===== src/psd_mul.sv =====
// ----------------------------------------------------------------------------
// psd_mul
// unsigned multiplier split into four half-width partial products, two stages
// ----------------------------------------------------------------------------
module psd_mul #(
    parameter int WIDTH = 33
) (
    input  logic               clk,
    input  logic               en,
    input  logic [WIDTH-1:0]   a,
    input  logic [WIDTH-1:0]   b,
    output logic [2*WIDTH-1:0] p
);
    localparam int H  = (WIDTH + 1) / 2;
    localparam int PW = 4 * H;

    logic [2*H-1:0] a_ext;
    logic [2*H-1:0] b_ext;
    logic [2*H-1:0] ll_reg, lh_reg, hl_reg, hh_reg;
    logic [PW-1:0]  sum_next;
    logic [2*WIDTH-1:0] p_reg;

    assign a_ext = (2*H)'(a);
    assign b_ext = (2*H)'(b);

    // stage 1: partial products
    always_ff @(posedge clk)
    begin
        if (en)
        begin
            ll_reg <= a_ext[H-1:0] * b_ext[H-1:0];
            lh_reg <= a_ext[H-1:0] * b_ext[2*H-1:H];
            hl_reg <= a_ext[2*H-1:H] * b_ext[H-1:0];
            hh_reg <= a_ext[2*H-1:H] * b_ext[2*H-1:H];
        end
    end

    // stage 2: recombine
    assign sum_next = {hh_reg, ll_reg}
                    + ({{H{1'b0}}, lh_reg, {H{1'b0}}})
                    + ({{H{1'b0}}, hl_reg, {H{1'b0}}});

    always_ff @(posedge clk)
    begin
        if (en)
        begin
            p_reg <= sum_next[2*WIDTH-1:0];
        end
    end

    assign p = p_reg;
endmodule


===== config.mk =====
export PLATFORM = sky130hd
export DESIGN_NAME = psd_mul
export DESIGN_NICKNAME = d
export VERILOG_FILES = /design/src/psd_mul.sv
export SDC_FILE = /design/constraint.sdc
export NUM_CORES = 2
export LEC_CHECK = 0
export BUFFER_PORTS_ARGS = -buffer_cell sky130_fd_sc_hd__buf_4
export CAP_MARGIN = 20
export CELL_PAD_IN_SITES_DETAIL_PLACEMENT = 2
export CELL_PAD_IN_SITES_GLOBAL_PLACEMENT = 2
export CORE_UTILIZATION = 46
export CTS_CLUSTER_SIZE = 16
export DETAILED_ROUTE_END_ITERATION = 16
export GPL_ROUTABILITY_DRIVEN = 0
export GPL_TIMING_DRIVEN = 0
export PLACE_DENSITY_LB_ADDON = 0.1
export SETUP_SLACK_MARGIN = 0.1
export SKIP_LAST_GASP = 1
export SLEW_MARGIN = 20
export SYNTH_ARGS = -nofsm -noshare
export SYNTH_HDL_FRONTEND = slang
export SYNTH_SLANG_ARGS = --single-unit

===== constraint.sdc =====
create_clock -name clk -period 17.8 [get_ports clk]
set_input_delay 1.78 -clock clk [delete_from_list [all_inputs] [get_ports clk]]
set_output_delay 1.78 -clock clk [all_outputs]
set_load 0.02 [all_outputs]

==> flow_summary.json <==
{
  "clkLatencyLatePin_ps": 560,
  "nFillCells": 10200,
  "finalHoldViolCount": 0,
  "slew_violations": 0,
  "area_growth_syn_to_layout_pct": 7.545,
  "hold_class": "reg -> reg",
  "nNetsFinal": 6179,
  "cts_setup_buffers": 0,
  "dieArea_um2": 97100,
  "root_buffer": "clkbuf_16",
  "fin_area_um2": 47420,
  "worst_path_largest_cell_delay_ps": 940,
  "worstPathRequired_ps": 18120,
  "first_pass_iters": 7,
  "cp_slowest_cell": "clkbuf_1",
  "antenna_found_initial": 17,
  "dpl.hpwl_um": 150600,
  "path_cells": "buf_4, clkbuf_1, nand2_1, fa_1, fa_1, inv_1, fa_1, inv_1, fa_1, inv_1, fa_1, inv_1, fa_1, inv_1, ha_1, nand3_1, nor3_1, o22ai_1, a21o_1, a21oi_1, a221oi_1, o2111ai_1, a21oi_1, xnor2_1",
  "gr-total-overflow": 0,
  "timing.fmax_mhz": 110.1,
  "cts.clk_slew.worst_paths_ps": 100,
  "rsz0062_at_grt": "false",
  "tritoncts": "built",
  "yosysUniqueCellTypes": 58,
  "wl_per_cell_um": 30.37,
  "dieHeight_um": 311.6,
  "crit_buf_inv": 7,
  "syn-instance-count": 4633,
  "drt-total-wl_um": 184600,
  "die_w_um": 311.6,
  "layout_commonest_cell": "inv_1",
  "start_kind": "input port",
  "cp_data_arrival_time_ps": 9410,
  "synth_flop_cell": "edfxtp_1",
  "syn_area_per_cell_um2": 9.518,
  "finalSetupViolations": 0,
  "ys_ff_latch": 198,
  "num_io_pins": 134,
  "final_cell_mix": "inv_1, fa_1, nand2_1",
  "tightest_slew_ps": 1230,
  "clock_sinks": 198,
  "grt.total_usage_pct": 39.11,
  "drt_first_iter_violations": 2483,
  "cpLargestDelayFamily": "adder cells",
  "vias": 35180,
  "path_common_cell": "fa_1",
  "clock_path_buffers": 2,
  "via_per_inst": 5.787,
  "final_layout_size_suffix_gt1_share_pct": 3.874,
  "rows": 113,
  "start_util_pct": 46.41,
  "tns_ps": 0,
  "holdBufCountCts": 0,
  "htreeDepth": 4,
  "finalClockSkew_ps": 20.21,
  "largest_reg_flops": 66,
  "synth_edf_count": 198,
  "grt_pass1_wl_um": 274100,
  "relSlewSlack_pct": 18.03,
  "period_share_pct": 51.03,
  "post_cts_resized": 0,
  "r2r_slack_ps": 12820,
  "path_max_fanout": 10,
  "synthArstFlopShare_pct": 0,
  "postRouteAntennaNets": 0,
  "syn_area_um2": 44090,
  "min_period_ps": 9083,
  "yosysWarnings": 0,
  "ys_seq_area_share_pct": 13.48,
  "portBuffers": 133,
  "first_global_vias": 41700,
  "place_area_um2": 46750,
  "worstSetupEndpointType": "flop",
  "grt_max_degree": 96,
  "outcome": "finished clean",
  "drc_errors": 0,
  "path_class": "in -> reg",
  "cts_inserted_buffers": 17,
  "synthesis.nets": 6024,
  "core_um2": 95010,
  "max_cap_violations": 0
}
-- layer usage --
metal  share of wire (%)  up-vias  global-route usage, %
li1                    -    14440                      -
met1                  37    18590                  45.64
met2                  49     1502                  65.67
met3                 6.8      632                  7.114
met4                 7.8       12                  26.45
met5               0.047        -                      0
-- path summary, 6_finish.rpt --
check,startpoint,to,depth (start not counted)
worst max-delay path,a[9],ll_reg[33]$_DFFE_PP_,24
worst min-delay path,ll_reg[11]$_DFFE_PP_,p[11]$_DFFE_PP_,0
worst max register to register,ll_reg[19]$_DFFE_PP_,p[65]$_DFFE_PP_,11
worst min register to register,ll_reg[11]$_DFFE_PP_,p[11]$_DFFE_PP_,0
-- Yosys cell counts, types with 65 or more instances --
cell      count  area share (%)
nor2_1       89            0.76
clkbuf_1    202             1.7
nand2_1     667             5.7
a21o_1       70             1.2
xnor2_1     100             2.0
a21oi_1     121             1.4
o21ai_0      65            0.74
and2_1      507             7.2
fa_1        868              39
ha_1        455              13
edfxtp_1    198              13
inv_1       967             8.2
-- cell type report --
cell class | count | area (um2) | area share, %
antenna | 13 | 32.53 | 0.06860
buffer | 203 | 765.7 | 1.615
clock buffer | 17 | 425.4 | 0.8971
clock inverter | 15 | 203.9 | 0.4301
inverter | 967 | 3630 | 7.654
multi-input combinational | 3265 | 33770 | 71.21
sequential | 198 | 5946 | 12.54
tap | 1265 | 1583 | 3.338
timing repair buffer | 136 | 1069 | 2.253
-- worst reg2reg max path: cells and delay by family, from the launching register on --
family,cells,cell delay (ps)
xor+xnor,1,190
flops,1,430
fa+ha+maj,2,820
simple gates,1,220
compound gates,7,3060
-- through the flow --
stage / util (%) / hold slack [ps] / cells / setup WS (ps)
after floorplan: - / 400.3 / 4633 / 10310
after global placement: 49.13 / 401.0 / 6031 / 8440
after detailed placement: 49.21 / 408.8 / 6034 / 8299
after CTS: 49.87 / 430.6 / 6066 / 8847
after global routing: 49.88 / 437.0 / 6068 / 8574
final: 49.91 / 427.7 / 6079 / 8717
-- cells by family (layout without fill, tap and decap cells) --
| kind of cell | count (synthesis) | after routing | synth area share (%) |
|---|---|---|---|
| DFF | 198 | 198 | 13.48 |
| and+or+nand+nor | 1394 | 1394 | 15.40 |
| AOI/OAI and AO/OA | 396 | 396 | 5.814 |
| xor gates and xnor gates | 151 | 151 | 2.999 |
| adders and majority gates | 1323 | 1323 | 52.32 |
| buffers and inverters | 1170 | 1338 | 9.963 |
| muxes | 1 | 1 | 0.02270 |
| other | 0 | 13 | 0 |
Power is left out: the tool's default activity adds up to more than one toggle a clock period on the data nets, which glitch-free logic cannot reach.
